**src/rtl/x87pr_pkg.sv**
```systemverilog
// Shared types and constants for the x87 precision rounding block.
// No dependencies; used by x87pr_round and x87_precision_rounding.
package x87pr_pkg;

  localparam int SigW = 64;
  localparam int ExpW = 16;
  localparam int CfgIdxW = 2;
  localparam int CfgDataW = 16;
  localparam int TdataW = 88;

  // Rounding mode register codes.
  typedef enum logic [1:0] {
    RND_NEAREST = 2'd0,
    RND_DOWN    = 2'd1,
    RND_UP      = 2'd2,
    RND_CHOP    = 2'd3
  } x87pr_rmode_t;

  // Configuration register indexes.
  localparam logic [CfgIdxW-1:0] CFG_ROUNDING_MODE = 2'd0;
  localparam logic [CfgIdxW-1:0] CFG_PRECISION     = 2'd1;
  localparam logic [CfgIdxW-1:0] CFG_OVF_LIMIT     = 2'd2;

  // Precision select codes.
  localparam logic PREC_24 = 1'b0;
  localparam logic PREC_53 = 1'b1;

  // Discarded-bit masks, half point and unit in the last kept place.
  localparam logic [SigW-1:0] MASK_53 = 64'h0000_0000_0000_07ff;
  localparam logic [SigW-1:0] HALF_53 = 64'h0000_0000_0000_0400;
  localparam logic [SigW-1:0] UNIT_53 = 64'h0000_0000_0000_0800;
  localparam logic [SigW-1:0] MASK_24 = 64'h0000_00ff_ffff_ffff;
  localparam logic [SigW-1:0] HALF_24 = 64'h0000_0080_0000_0000;
  localparam logic [SigW-1:0] UNIT_24 = 64'h0000_0100_0000_0000;
  localparam logic [SigW-1:0] SIG_TOP = 64'h8000_0000_0000_0000;

  localparam logic signed [ExpW-1:0] EXP_MAX = 16'sh7fff;
  localparam logic signed [ExpW-1:0] OVF_LIMIT_RESET = 16'sh4000;

  typedef struct packed {
    logic                   value_valid;
    logic                   sign;
    logic signed [ExpW-1:0] exponent;
    logic [SigW-1:0]        significand;
  } x87pr_item_t;

  typedef struct packed {
    logic                   sign;
    logic signed [ExpW-1:0] exponent;
    logic [SigW-1:0]        significand;
    logic                   overflow;
  } x87pr_result_t;

endpackage

```
**src/rtl/x87_precision_rounding.sv**
```systemverilog
// Top level: configuration registers, input register, rounding logic, result register.
// Depends on x87pr_pkg and x87pr_round.
//
// Rounds an x87 extended significand to 24 or 53 bits under the configured rounding
// mode. One item is accepted per clock cycle while the output side takes results.
// Each item is captured in the input register, and the rounding logic with its 64-bit
// carry add sits between the input register and the result register, from which the
// result is presented on the output. Either stage holds its item while the next side
// stalls, so the block keeps taking items as long as the output side takes results.
// Overflow is reported in m_axis_tuser only; no infinity or maximum substitution is
// done. Configuration is to be written by the user only while idle; the block itself
// does not enforce this.
module x87_precision_rounding
  import x87pr_pkg::*;
(
  input  logic                clk,
  input  logic                rst,

  input  logic                cfg_we,
  input  logic [CfgIdxW-1:0]  cfg_index,
  input  logic [CfgDataW-1:0] cfg_data,

  input  logic                s_axis_tvalid,
  output logic                s_axis_tready,
  input  logic [TdataW-1:0]   s_axis_tdata,  // sign_in, exponent_in[15:0], significand_in[63:0]
  input  logic                s_axis_tuser,  // value_valid

  output logic                m_axis_tvalid,
  input  logic                m_axis_tready,
  output logic [TdataW-1:0]   m_axis_tdata,  // sign_out, exponent_out[15:0], significand_out[63:0]
  output logic                m_axis_tuser   // overflow
);

  x87pr_rmode_t           rounding_mode;
  logic                   precision_select;
  logic signed [ExpW-1:0] overflow_limit;

  logic          in_valid;
  x87pr_item_t   in_item;
  logic          out_valid;
  x87pr_result_t out_res;
  x87pr_result_t rnd_res;
  logic          out_free;
  logic          advance;

  always_ff @(posedge clk) begin
    if (rst) begin
      rounding_mode    <= RND_NEAREST;
      precision_select <= PREC_53;
      overflow_limit   <= OVF_LIMIT_RESET;
    end else if (cfg_we) begin
      case (cfg_index)
        CFG_ROUNDING_MODE: rounding_mode    <= x87pr_rmode_t'(cfg_data[1:0]);
        CFG_PRECISION:     precision_select <= cfg_data[0];
        CFG_OVF_LIMIT:     overflow_limit   <= cfg_data;
        default: ;
      endcase
    end
  end

  assign out_free      = ~out_valid | m_axis_tready;
  assign advance       = in_valid & out_free;
  assign s_axis_tready = ~in_valid | out_free;

  always_ff @(posedge clk) begin
    if (rst) begin
      in_valid <= 1'b0;
    end else if (s_axis_tready) begin
      in_valid <= s_axis_tvalid;
    end
  end

  always_ff @(posedge clk) begin
    if (s_axis_tvalid && s_axis_tready) begin
      in_item.value_valid <= s_axis_tuser;
      in_item.sign        <= s_axis_tdata[0];
      in_item.exponent    <= s_axis_tdata[ExpW:1];
      in_item.significand <= s_axis_tdata[ExpW+SigW:ExpW+1];
    end
  end

  x87pr_round u_round (
    .rounding_mode    (rounding_mode),
    .precision_select (precision_select),
    .overflow_limit   (overflow_limit),
    .item             (in_item),
    .result           (rnd_res)
  );

  always_ff @(posedge clk) begin
    if (rst) begin
      out_valid <= 1'b0;
    end else if (out_free) begin
      out_valid <= in_valid;
    end
  end

  always_ff @(posedge clk) begin
    if (advance) begin
      out_res <= rnd_res;
    end
  end

  assign m_axis_tvalid = out_valid;
  assign m_axis_tdata  = {{(TdataW-SigW-ExpW-1){1'b0}}, out_res.significand,
                          out_res.exponent, out_res.sign};
  assign m_axis_tuser  = out_res.overflow;

  // An overflow can only come from a carry, which leaves the top bit alone.
  a_ovf_top: assert property (@(posedge clk) disable iff (rst)
    (in_valid && rnd_res.overflow) |-> (rnd_res.significand == SIG_TOP))
    else $error("overflow without renormalized significand");

  // Items that are not valid numbers pass through unchanged.
  a_passthru: assert property (@(posedge clk) disable iff (rst)
    (in_valid && !in_item.value_valid) |->
      (rnd_res.significand == in_item.significand && rnd_res.exponent == in_item.exponent
       && !rnd_res.overflow))
    else $error("invalid item altered");

  // A held item in the input register stays there until the result stage frees up.
  a_in_hold: assert property (@(posedge clk) disable iff (rst)
    (in_valid && !out_free) |=> (in_valid && $stable(in_item)))
    else $error("input stage item lost while stalled");

  // A valid rounded result never keeps bits below the 53-bit boundary.
  a_low_clear: assert property (@(posedge clk) disable iff (rst)
    (in_valid && in_item.value_valid) |-> ((rnd_res.significand & MASK_53) == '0))
    else $error("discarded bits not cleared");

  // Reset leaves both stages empty.
  a_reset_empty: assert property (@(posedge clk)
    rst |=> (!in_valid && !out_valid))
    else $error("pipeline not empty after reset");

endmodule

```
**src/rtl/x87pr_round.sv**
```systemverilog
// Combinational significand rounding to 24 or 53 bits with carry handling.
// Depends on x87pr_pkg.
module x87pr_round
  import x87pr_pkg::*;
(
  input  x87pr_rmode_t           rounding_mode,
  input  logic                   precision_select,
  input  logic signed [ExpW-1:0] overflow_limit,
  input  x87pr_item_t            item,
  output x87pr_result_t          result
);

  logic [SigW-1:0]        mask;
  logic [SigW-1:0]        half;
  logic [SigW-1:0]        unit;
  logic                   guard;
  logic                   sticky;
  logic                   lsb;
  logic                   any_rest;
  logic                   inc;
  logic [SigW-1:0]        kept;
  logic [SigW:0]          sum;
  logic signed [ExpW:0]   exp_inc;
  logic signed [ExpW:0]   limit_ext;

  always_comb begin
    mask = (precision_select == PREC_53) ? MASK_53 : MASK_24;
    half = (precision_select == PREC_53) ? HALF_53 : HALF_24;
    unit = (precision_select == PREC_53) ? UNIT_53 : UNIT_24;

    guard    = |(item.significand & half);
    sticky   = |(item.significand & (mask >> 1));
    lsb      = |(item.significand & unit);
    any_rest = guard | sticky;

    case (rounding_mode)
      RND_NEAREST: inc = guard & (sticky | lsb);
      RND_DOWN:    inc = item.sign & any_rest;
      RND_UP:      inc = ~item.sign & any_rest;
      RND_CHOP:    inc = 1'b0;
      default:     inc = 1'b0;
    endcase

    kept      = item.significand & ~mask;
    sum       = {1'b0, kept} + {1'b0, unit};
    exp_inc   = {item.exponent[ExpW-1], item.exponent} + 17'sd1;
    limit_ext = {overflow_limit[ExpW-1], overflow_limit};

    result.sign        = item.sign;
    result.exponent    = item.exponent;
    result.significand = item.significand;
    result.overflow    = 1'b0;

    if (item.value_valid) begin
      if (!inc) begin
        result.significand = kept;
      end else if (sum[SigW]) begin
        // carry out of the significand: renormalize to the top bit
        result.significand = SIG_TOP;
        result.overflow    = (exp_inc >= limit_ext);
        result.exponent    = (item.exponent == EXP_MAX) ? EXP_MAX : exp_inc[ExpW-1:0];
      end else begin
        result.significand = sum[SigW-1:0];
      end
    end
  end

endmodule

```
**config.mk**
```make
export PLATFORM = sky130hd
export DESIGN_NAME = x87_precision_rounding
export DESIGN_NICKNAME = d
export VERILOG_FILES = /design/src/rtl/x87pr_pkg.sv /design/src/rtl/x87_precision_rounding.sv /design/src/rtl/x87pr_round.sv
export SDC_FILE = /design/constraint.sdc
export NUM_CORES = 1
export LEC_CHECK = 0
export BUFFER_PORTS_ARGS = -buffer_cell sky130_fd_sc_hd__buf_2
export CAP_MARGIN = 40
export CORE_MARGIN = 2
export CORE_UTILIZATION = 54
export CTS_BUF_LIST = sky130_fd_sc_hd__clkbuf_8 sky130_fd_sc_hd__clkbuf_16
export DETAILED_ROUTE_END_ITERATION = 6
export PLACE_DENSITY = 0.79
export SLEW_MARGIN = 10
export SYNTH_ARGS = -nofsm -noshare
export SYNTH_HDL_FRONTEND = slang
export SYNTH_HIERARCHICAL = 1
export SYNTH_SLANG_ARGS = --single-unit
```
**constraint.sdc**
```tcl
create_clock -name clk -period 4.3 [get_ports clk]
set_clock_uncertainty 0.1 [all_clocks]
set_input_delay 0.645 -clock clk [delete_from_list [all_inputs] [get_ports clk]]
set_output_delay 0.645 -clock clk [all_outputs]
set_load 0.01 [all_outputs]
```
Word level (Yosys, flattened, before mapping)
Cells that the tools add are included.

Register bits: 185. Input bits: 112. Logic and storage cells: 60.

Add/subtract/negate cells: 2. Magnitude comparators: 1. Equality and inequality tests: 6. Multiplexer cells: 12. Bitwise operators: 16. Reductions and logical operators: 10.

Operator list (count): 64-bit AND (3); 64-bit OR reduction (3); 64-bit 2-to-1 mux (2); 81-bit 2-to-1 mux (1); 40-bit 2-to-1 mux (2); 64-bit by 64-bit adder with 65-bit output (1); 64-bit by 63-bit AND with 64-bit output (1); 64-bit NOT (1); 16-bit 2-to-1 mux (3); 41-bit 2-to-1 mux (1); 16-bit by 2-bit adder with 17-bit output (second input constant) (1); 17-bit by 16-bit greater-or-equal comparator with 1-bit output (1); 16-bit equality test (second input constant) (1); 2-bit equality test (second input constant) (3); 2-bit AND reduction (3); 1-bit AND (4); 2-bit by 1-bit equality test with 1-bit output (second input constant) (2); 2-bit logical NOT (2); 1-bit bitwise OR (4); 1-bit one-hot mux with 4 select lines (1); 1-bit NOT (3); 3-bit AND reduction (1); 1-bit 2-to-1 mux (2); 1-bit logical AND (1).

Depth between registers and ports, before layout
Gate-level depths: netlist (run 1).

Word-level depth: 8. Gate-level depth with buffers: 13.

Hierarchy
The synthesis (run 1) kept the hierarchy.

By module, submodules not included: x87_precision_rounding (times used 1, cells an instance 265, area an instance 5924.4 um2); x87pr_round (times used 1, cells an instance 484, area an instance 3014.1 um2).

Worst setup path before layout (run 1)
Ideal clock, no wire load.

Path kind: input -> register. Start: in m_axis_tready. End: reg in_item[0] (netlist bit) (enable). Library setup time: 0.450 ns. Arrival time: 2.772 ns. Required time: 3.750 ns. Setup slack: 0.978 ns. Stages: 2. Buffers on the path: 0. Path through: nand3b_1 > and2_1.

Cells in the longest elaborated chain, start to end: 3.

RTL lines: start: declaration (RTL line x87_precision_rounding.sv:29) `input logic m_axis_tready,`; 1-bit bitwise OR (RTL line x87_precision_rounding.sv:61) `assign out_free = ~out_valid | m_axis_tready;`; 1-bit bitwise OR (RTL line x87_precision_rounding.sv:63) `assign s_axis_tready = ~in_valid | out_free;`; 1-bit logical AND (RTL line x87_precision_rounding.sv:74) `if (s_axis_tvalid && s_axis_tready) begin`; end: declaration (RTL line x87_precision_rounding.sv:39) `x87pr_item_t in_item;`.

Every way passes these cells. A chain may end at the register's enable or synchronous reset.

==> load_flow_metrics.sql, run 1 <==
INSERT INTO impl_metrics (metric_group, metric, value, unit) VALUES
('status', 'outcome', 'finished clean', ''),
('layout', 'synthToLayoutAreaGrowth', '19.25', '%'),
('sta', 'rsz_0062_raised_after_global_routing', 'no', ''),
('sta', 'layout_worst_path_cycle_share', '78.77', '%'),
('placed_design', 'dp_hpwl', '14.71', 'mm'),
('logic_synthesis', 'synth_top_area_cell', 'sky130_fd_sc_hd__edfxtp_1', ''),
('placed_design', 'place.detailed.instances', '1144', ''),
('sta', 'min_period', '3.387', 'ns'),
('sta', 'setup_total_neg_slack', '0', 'ns'),
('sta', 'setup_viol', '0', ''),
('logic_synthesis', 'yosys.area.top_type_share', '55.10', '%'),
('global_routing', 'grt_use_total', '23.42', '%'),
('logic_synthesis', 'synthesis.instances', '749', ''),
('worst_setup_path', 'worstReg2RegEnd', 'm_axis_tdata[69]$_DFFE_PP_', ''),
('routing', 'route.detailed.wl_per_inst', '17.34', 'um'),
('clock_tree', 'clock_insertion_delay_worst_skew', '0.43', 'ns'),
('floorplan', 'num_io_pins', '203', ''),
('layout', 'multi_input_area', '0.003259', 'mm2'),
('worst_setup_path', 'cp_top_family', 'simple AND/OR/NAND/NOR gates', ''),
('layout', 'fill_cells', '1240', ''),
('sta', 'tightestPinTransition', '0.8038', 'ns'),
('clock_tree', 'clock_tree.htree_level_count', '4', ''),
('routing', 'route.detailed.drc', '0', ''),
('logic_synthesis', 'postSynth.topFlopCell', 'sky130_fd_sc_hd__edfxtp_1', ''),
('placed_design', 'place.gp.congestion', '0.9245', ''),
('worst_setup_path', 'cp_data_required_time', '4.39', 'ns'),
('logic_synthesis', 'syn_area', '0.008939', 'mm2'),
('clock_tree', 'cts_resized', '0', ''),
('hold_path', 'hp-class', 'in2reg', ''),
('logic_synthesis', 'synth.yosys.warnings', '6', ''),
('worst_setup_path', 'crit_path_cell_trace', 'inv_1, ha_1, nand4_1, nor2_1, a41oi_4, a21oi_2, and2_1, nand3_1, xnor2_1', ''),
('run', 'cap_violations', '0', ''),
('hold_path', 'worst_hold_path.endpoint', 'in_item[72]$_DFFE_PP_', ''),
('clock_tree', 'clock_path_buffers', '2', ''),
('worst_setup_path', 'timing.critical_path.slowest_stage_cell', 'sky130_fd_sc_hd__dfxtp_1', ''),
('worst_setup_path', 'startpoint_type', 'flip-flop', ''),
('worst_setup_path', 'crit_type', 'reg2reg', ''),
('routing', 'detail_route.wirelength', '20.39', 'mm'),
('floorplan', 'start_util', '54.48', '%'),
('global_routing', 'first_pass_grt_wire_length', '31.83', 'mm'),
('power_and_ir_drop', 'ir_worst_vdd', '0.3067', 'mV'),
('logic_synthesis', 'post_synth_main_area_contributors', 'sky130_fd_sc_hd__edfxtp_1 (55%), sky130_fd_sc_hd__dfxtp_1 (4.7%), sky130_fd_sc_hd__ha_1 (3.1%), sky130_fd_sc_hd__o21ai_0 (3.1%), sky130_fd_sc_hd__mux2i_1 (2.7%)', ''),
('worst_setup_path', 'r2r_cells', '9', ''),
('worst_setup_path', 'critPathBufInv', '1', ''),
('placed_design', 'placed_cell_area', '0.01010', 'mm2'),
('clock_tree', 'numClockSinks', '185', ''),
('layout', 'post_route_cells_drive_above_1_share', '26.99', '%'),
('sta', 'hold_slack', '0.2780', 'ns'),
('global_routing', 'grt_pass1_vias', '6225', ''),
('routing', 'ant_nets', '0', ''),
('floorplan', 'die_width', '132.7', 'um'),
('logic_synthesis', 'post_synth.cell_area_avg', '11.93', 'um2'),
('clock_tree', 'tritoncts.num_buffers', '17', ''),
('routing', 'drt-vias-per-instance', '5.586', ''),
('logic_synthesis', 'ys_ff_latch', '185', ''),
('sta', 'finalHoldViolCount', '0', ''),
('worst_setup_path', 'worst-endpoint-arrival', '3.47', 'ns'),
('sta', 'final_max_slew_viol_count', '0', ''),
('global_routing', 'antenna_found_initial', '1', ''),
('clock_tree', 'postCtsHoldBufs', '0', ''),
('hold_path', 'whs_path_depth', '1', ''),
('logic_synthesis', 'synth-edff-count', '164', ''),
('clock_tree', 'clk_pin_slew', '0.07', 'ns'),
('floorplan', 'fp.dieArea', '0.01760', 'mm2'),
('power_and_ir_drop', 'power-per-cell-area', '373.0', 'mW/mm2'),
('floorplan', 'placementRows', '47', ''),
('worst_setup_path', 'worstReg2RegStart', 'precision_select$_SDFFE_PP1P_', ''),
('worst_setup_path', 'critPathMaxFanout', '17', ''),
('worst_setup_path', 'critPathCaptureType', 'flip-flop', ''),
('layout', 'finalNetCount', '1077', ''),
('global_routing', 'overflow', '0', '');
## worst max path at each step
stage	startpoint	end	slack [ns]	cells after the start
after floorplan	m_axis_tready	in_item[0]$_DFFE_PP_	0.98	2
after global routing	precision_select$_SDFFE_PP1P_	m_axis_tdata[77]$_DFFE_PP_	0.74	9
final	precision_select$_SDFFE_PP1P_	m_axis_tdata[69]$_DFFE_PP_	0.91	9
after detailed placement	precision_select$_SDFFE_PP1P_	m_axis_tdata[69]$_DFFE_PP_	0.98	9
after CTS	precision_select$_SDFFE_PP1P_	m_axis_tdata[69]$_DFFE_PP_	0.97	9
after global placement	precision_select$_SDFFE_PP1P_	m_axis_tdata[67]$_DFFE_PP_	1.05	9
## flip-flops by register name (all words and copies together), names as in the netlist
signal,cells
m_axis_tvalid,1
in_valid,1
in_item,82
m_axis_tuser,1
precision_select,1
m_axis_tdata,81
overflow_limit,16
rounding_mode,2
## cells in the final DEF (no fill, tap or decap), types with 20 or more instances in the layout
master	instances
sky130_fd_sc_hd__a21oi_1	31
sky130_fd_sc_hd__and3_1	21
sky130_fd_sc_hd__buf_2	188
sky130_fd_sc_hd__dfxtp_1	21
sky130_fd_sc_hd__edfxtp_1	164
sky130_fd_sc_hd__ha_1	22
sky130_fd_sc_hd__inv_1	33
sky130_fd_sc_hd__mux2i_1	24
sky130_fd_sc_hd__nand2_1	32
sky130_fd_sc_hd__nand2b_1	36
sky130_fd_sc_hd__nand3_1	45
sky130_fd_sc_hd__nand4_1	20
sky130_fd_sc_hd__nor2_1	46
sky130_fd_sc_hd__o21ai_0	55
sky130_fd_sc_hd__xnor2_1	26
## logic make-up after synthesis
group                      count (synthesis)  share of synthesized area, %
AOI/OAI and AO/OA                        134                         9.295
xor gates and xnor gates                  31                         3.038
adders and majority gates                 22                         3.079
buffers and inverters                     69                         4.045
DFF                                      185                         59.80
muxes                                     24                         2.688
other                                      1                       0.04195
and+or+nand+nor                          283                         18.02
## final cells by class
type                       count  area share, %
clock buffer                  17          3.991
multi-input combinational    501          30.58
tap                          220          2.582
sequential                   185          50.15
clock inverter                15          1.291
inverter                      34          1.197
timing repair buffer         204          10.21
## layer usage
metal / up-vias / part of all wire [%] / track usage (%)
li1: 3160 / - / -
met1: 3071 / 41 / 29.06
met2: 296 / 50 / 39.58
met3: 40 / 6.2 / 5.594
met4: 2 / 2.5 / 9.618
met5: - / 0.083 / 0
## report_power, final
group          internal, mW  switching [mW]  total [mW]
sequential             2.07          0.0697        2.14
combinational         0.150           0.205       0.355
clock                 0.764           0.721        1.49
total                  2.98           0.995        3.98
## through the flow
| stage | utilization (%) | setup WS [ns] |
|---|---|---|
| after floorplan | - | 0.9783 |
| after global placement | 61.28 | 1.047 |
| after detailed placement | 61.53 | 0.9771 |
| after CTS | 64.97 | 0.9727 |
| after global routing | 64.97 | 0.7418 |
| final | 64.97 | 0.9128 |
## cells in the mapped netlist (all sizes together), types with 3 or more instances
library cell and n:
and4 5, clkbuf 10, nor2 47, a21oi 34, xor2 5, and2 11
xnor2 26, dfxtp 21, ha 22, nor4 14, nor3 16, o31ai 5
mux2i 24, nand4 23, nor2b 16, a31oi 7, buf 25, a41oi 3
a21o 6, nand2b 36, inv 33, nand2 33, edfxtp 164, and3 21
o21ai 59, nand3 51
## worst register-to-register path, stage by stage (launching register included)
cell,delay [ns]
sky130_fd_sc_hd__dfxtp_1,0.69
sky130_fd_sc_hd__inv_1,0.25
sky130_fd_sc_hd__ha_1,0.40
sky130_fd_sc_hd__nand4_1,0.13
sky130_fd_sc_hd__nor2_1,0.25
sky130_fd_sc_hd__a41oi_4,0.22
sky130_fd_sc_hd__a21oi_2,0.30
sky130_fd_sc_hd__and2_1,0.49
sky130_fd_sc_hd__nand3_1,0.17
sky130_fd_sc_hd__xnor2_1,0.15
No activity file was read; power rests on OpenSTA's default activity.
==> run 2: changes to the inputs <==
--- a/config.mk
+++ b/config.mk
@@ -5,13 +5,14 @@
 export SDC_FILE = /design/constraint.sdc
 export NUM_CORES = 1
 export LEC_CHECK = 0
+export ABC_AREA = 1
 export BUFFER_PORTS_ARGS = -buffer_cell sky130_fd_sc_hd__buf_2
 export CAP_MARGIN = 40
 export CORE_MARGIN = 2
-export CORE_UTILIZATION = 54
+export CORE_UTILIZATION = 51
 export CTS_BUF_LIST = sky130_fd_sc_hd__clkbuf_8 sky130_fd_sc_hd__clkbuf_16
 export DETAILED_ROUTE_END_ITERATION = 6
-export PLACE_DENSITY = 0.79
+export PLACE_DENSITY = 0.76
 export SLEW_MARGIN = 10
 export SYNTH_ARGS = -nofsm -noshare
 export SYNTH_HDL_FRONTEND = slang
==> constraint.sdc (replaced) <==
create_clock -name clk -period 2.9 [get_ports clk]
set_clock_uncertainty 0.1 [all_clocks]
set_input_delay 0.435 -clock clk [delete_from_list [all_inputs] [get_ports clk]]
set_output_delay 0.435 -clock clk [all_outputs]
set_load 0.01 [all_outputs]
==> load_flow_metrics.sql, run 2 <==
INSERT INTO impl_metrics (metric_group, metric, value, unit) VALUES
('layout', 'layout.area.seq', '0.005346', 'mm2'),
('worst_setup_path', 'critical_path.most_common_cell', 'sky130_fd_sc_hd__nand2_1', ''),
('logic_synthesis', 'synth_most_common_cell', 'sky130_fd_sc_hd__nand2_1', ''),
('placed_design', 'pre_cts_ws', '0.05758', 'ns'),
('logic_synthesis', 'synth-edff-count', '164', ''),
('power_and_ir_drop', 'p_int', '4.560', 'mW'),
('sta', 'tightestPinTransition', '0.6401', 'ns'),
('power_and_ir_drop', 'power_frac_comb', '13.9', '%'),
('worst_setup_path', 'critPathBufInv', '4', ''),
('sta', 'relSlewSlack', '57.28', '%'),
('floorplan', 'start_util', '51.76', '%'),
('clock_tree', 'clk_pin_slew', '0.08', 'ns'),
('sta', 'rsz_0062_raised_after_global_routing', 'yes', ''),
('placed_design', 'dp_hpwl', '20.57', 'mm'),
('logic_synthesis', 'synth_simple_gate_area_share', '33.68', '%'),
('logic_synthesis', 'ys_ff_latch', '185', ''),
('layout', 'multi_input_area', '0.004516', 'mm2'),
('clock_tree', 'tritoncts.num_buffers', '17', ''),
('layout', 'most_common_cell_after_layout_fill_and_taps_aside', 'sky130_fd_sc_hd__nand2_1', ''),
('logic_synthesis', 'synth_top_area_cell', 'sky130_fd_sc_hd__edfxtp_1', ''),
('clock_tree', 'postCtsHoldBufs', '0', ''),
('worst_setup_path', 'critPathMaxFanout', '3', ''),
('routing', 'detail_route.wirelength', '27.99', 'mm'),
('floorplan', 'die-height', '149.6', 'um'),
('logic_synthesis', 'yosys.area.top_type_share', '45.55', '%'),
('layout', 'commonest_non_fill_non_tap_cells_in_the_layout', 'sky130_fd_sc_hd__nand2_1 (485), sky130_fd_sc_hd__inv_1 (194), sky130_fd_sc_hd__buf_2 (188)', ''),
('clock_tree', 'clock_tree.htree_level_count', '4', ''),
('floorplan', 'num_io_pins', '203', ''),
('logic_synthesis', 'netlist_top_cells_count', 'sky130_fd_sc_hd__nand2_1 (486), sky130_fd_sc_hd__inv_1 (196), sky130_fd_sc_hd__nor2_1 (180), sky130_fd_sc_hd__edfxtp_1 (164), sky130_fd_sc_hd__nand3_1 (117)', ''),
('global_routing', 'grt_pass1_vias', '8772', ''),
('logic_synthesis', 'synth.mux.area_fraction', '0', '%'),
('logic_synthesis', 'synth-xor-area-share', '2.025', '%'),
('global_routing', 'antenna_found_initial', '3', ''),
('routing', 'drt-vias-per-instance', '5.111', ''),
('worst_setup_path', 'regToRegSetupSlack', '0.08', 'ns'),
('clock_tree', 'clock_path_buffers', '2', ''),
('routing', 'dr.first_iter.drc_count', '807', ''),
('floorplan', 'placementRows', '53', ''),
('layout', 'stdcell_count', '1881', ''),
('logic_synthesis', 'synth_cell_types', '35', ''),
('sta', 'finalHoldViolCount', '0', ''),
('layout', 'synthToLayoutAreaGrowth', '17.67', '%'),
('worst_setup_path', 'crit_type', 'reg2reg', ''),
('worst_setup_path', 'cp_data_required_time', '3.00', 'ns'),
('routing', 'route.detailed.wl_per_inst', '14.88', 'um'),
('sta', 'min_period', '2.819', 'ns'),
('logic_synthesis', 'post_synth_main_area_contributors', 'sky130_fd_sc_hd__edfxtp_1 (46%), sky130_fd_sc_hd__nand2_1 (17%), sky130_fd_sc_hd__inv_1 (6.8%), sky130_fd_sc_hd__nor2_1 (6.2%), sky130_fd_sc_hd__nand3_1 (5.4%)', ''),
('logic_synthesis', 'synth-adder-area-share', '2.546', '%'),
('routing', 'num_vias', '9613', ''),
('placed_design', 'port-buffer-count', '188', ''),
('worst_setup_path', 'crit_path_cell_trace', 'ha_2, nand2_1, nor2_2, nand3_2, nor2_4, buf_4, nand2_1, nand2_1, nand2_1, inv_1, ha_1, nand2_1, inv_1, nor3_2, nand2_1, nand2_1, nand3_1, nand2_1, nand3_1, nand2_1, inv_1', ''),
('layout', 'finalNetCount', '1725', ''),
('global_routing', 'first_pass_grt_wire_length', '43.49', 'mm'),
('logic_synthesis', 'async_flop_share', '0', '%'),
('placed_design', 'place.gp.congestion', '0.9307', ''),
('worst_setup_path', 'timing.critical_path.slowest_cell_delay', '0.38', 'ns'),
('logic_synthesis', 'synth_top_family_by_area', 'simple AND/OR/NAND/NOR gates', ''),
('run', 'cap_violations', '0', ''),
('floorplan', 'fp.dieArea', '0.02238', 'mm2'),
('logic_synthesis', 'post_synth.cell_area_avg', '7.767', 'um2'),
('clock_tree', 'cts_tree', 'yes', ''),
('logic_synthesis', 'synth.yosys.warnings', '6', ''),
('sta', 'max_freq', '354.7', 'MHz'),
('layout', 'fill_cells', '1889', ''),
('power_and_ir_drop', 'p_sw_share', '28.21', '%'),
('clock_tree', 'clock_insertion_delay_worst_skew', '0.44', 'ns'),
('layout', 'post_route_cells_drive_above_1_share', '18.27', '%'),
('clock_tree', 'cts_root_buffer', 'sky130_fd_sc_hd__clkbuf_16', ''),
('power_and_ir_drop', 'clock_power_share', '35.8', '%'),
('layout', 'flip_flop_count_of_the_largest_register_after_layout', '82', ''),
('power_and_ir_drop', 'p_seq_share', '50.2', '%'),
('placed_design', 'placed_cell_area', '0.01208', 'mm2'),
('power_and_ir_drop', 'ir_worst_vdd', '0.3020', 'mV'),
('global_routing', 'grt_use_total', '25.14', '%'),
('sta', 'setup_viol', '0', ''),
('status', 'outcome', 'finished clean', ''),
('sta', 'layout_worst_path_cycle_share', '97.22', '%'),
('global_routing', 'maximum_number_of_pins_on_one_net_before_global_route_repair', '83', ''),
('routing', 'ant_nets', '0', ''),
('layout', 'top_register', 'in_item', ''),
('hold_path', 'hp-class', 'in2reg', ''),
('sta', 'final_max_slew_viol_count', '0', ''),
('logic_synthesis', 'postSynth.topFlopCell', 'sky130_fd_sc_hd__edfxtp_1', ''),
('sta', 'fin_ws', '0.08057', 'ns'),
('sta', 'hold_slack', '0.06491', 'ns'),
('power_and_ir_drop', 'switchingPower', '1.792', 'mW'),
('floorplan', 'floorplan.core_area', '0.02089', 'mm2'),
('global_routing', 'overflow', '0', ''),
('logic_synthesis', 'sequential_area_share_after_synthesis', '49.44', '%'),
('logic_synthesis', 'synth-compound-area-share', '2.789', '%'),
('floorplan', 'die_width', '149.6', 'um'),
('power_and_ir_drop', 'power_leakage', '6.106', 'nW'),
('worst_setup_path', 'timing.critical_path.slowest_stage_cell', 'sky130_fd_sc_hd__edfxtp_1', ''),
('worst_setup_path', 'worst-endpoint-arrival', '2.92', 'ns'),
('logic_synthesis', 'synthesis.instances', '1392', ''),
('worst_setup_path', 'startpoint_type', 'flip-flop', ''),
('worst_setup_path', 'cp_top_family', 'simple AND/OR/NAND/NOR gates', ''),
('sta', 'setup_total_neg_slack', '0', 'ns'),
('power_and_ir_drop', 'power-per-cell-area', '499.3', 'mW/mm2'),
('logic_synthesis', 'syn_area', '0.01081', 'mm2'),
('clock_tree', 'numClockSinks', '185', ''),
('layout', 'postLayoutCoreUtil', '60.90', '%'),
('routing', 'firstDrtPassIters', '5', ''),
('layout', 'final_design_area_no_fill', '0.01272', 'mm2'),
('placed_design', 'place.detailed.instances', '1844', ''),
('worst_setup_path', 'critPathCaptureType', 'flip-flop', ''),
('routing', 'route.detailed.drc', '0', ''),
('power_and_ir_drop', 'post-layout-total-power', '6.352', 'mW');
[run 2: cell type report]
cell class / instances / share of cell area [%]
Tap cell: 275 / 2.705
Multi-Input combinational cell: 974 / 35.49
Antenna cell: 2 / 0.03934
Timing Repair Buffer: 214 / 9.314
Clock inverter: 15 / 1.200
Clock buffer: 17 / 3.344
Inverter: 199 / 5.881
Sequential cell: 185 / 42.02
[run 2: power by group through the flow]
| stage | clock [mW] | sequential, mW | combinational [mW] |
|---|---|---|---|
| 5_1_grt | 2.42 | 3.21 | 1.00 |
| 3_3_place_gp | 0 | 3.25 | 0.850 |
| 3_5_place_dp | 0 | 3.25 | 0.867 |
| 6_report | 2.28 | 3.19 | 0.885 |
| 4_1_cts | 2.31 | 3.19 | 0.876 |
| 2_1_floorplan | 0 | 3.26 | 0.549 |
[run 2: cells by family (layout without fill, tap and decap cells)]
family          after synthesis  after routing
xor+xnor                     25             25
other cells                   1              9
buf+inv                     240            445
fa+ha+maj                    22             22
flops                       185            185
simple gates                862            863
compound gates               57             57
[run 2: path summary, 6_finish.rpt]
path / startpoint / to / cells past startpoint
min reg2reg: overflow_limit[14]$_SDFFE_PP1P_ / overflow_limit[14]$_SDFFE_PP1P_ / 2
min: s_axis_tdata[36] / in_item[19]$_DFFE_PP_ / 1
max reg2reg: in_item[64]$_DFFE_PP_ / m_axis_tuser$_DFFE_PP_ / 21
max: in_item[64]$_DFFE_PP_ / m_axis_tuser$_DFFE_PP_ / 21
[run 2: timing repair]
action                                  in CTS  in global routing
gates cloned                                 0                  1
setup buffers                                0                  2
gates resized for setup                      1                 12
pin swaps                                    0                  3
endpoints found under the setup margin       1                  5
[run 2: layer usage]
metal | routed length [um] | track usage, % | up-vias | share of wire [%]
met5 | 7 | 0 | - | 0.025
met4 | 768 | 8.714 | 2 | 2.7
met3 | 1777 | 4.604 | 57 | 6.3
met2 | 13730 | 42.98 | 337 | 49
met1 | 11710 | 32.11 | 4399 | 42
li1 | - | - | 4818 | -
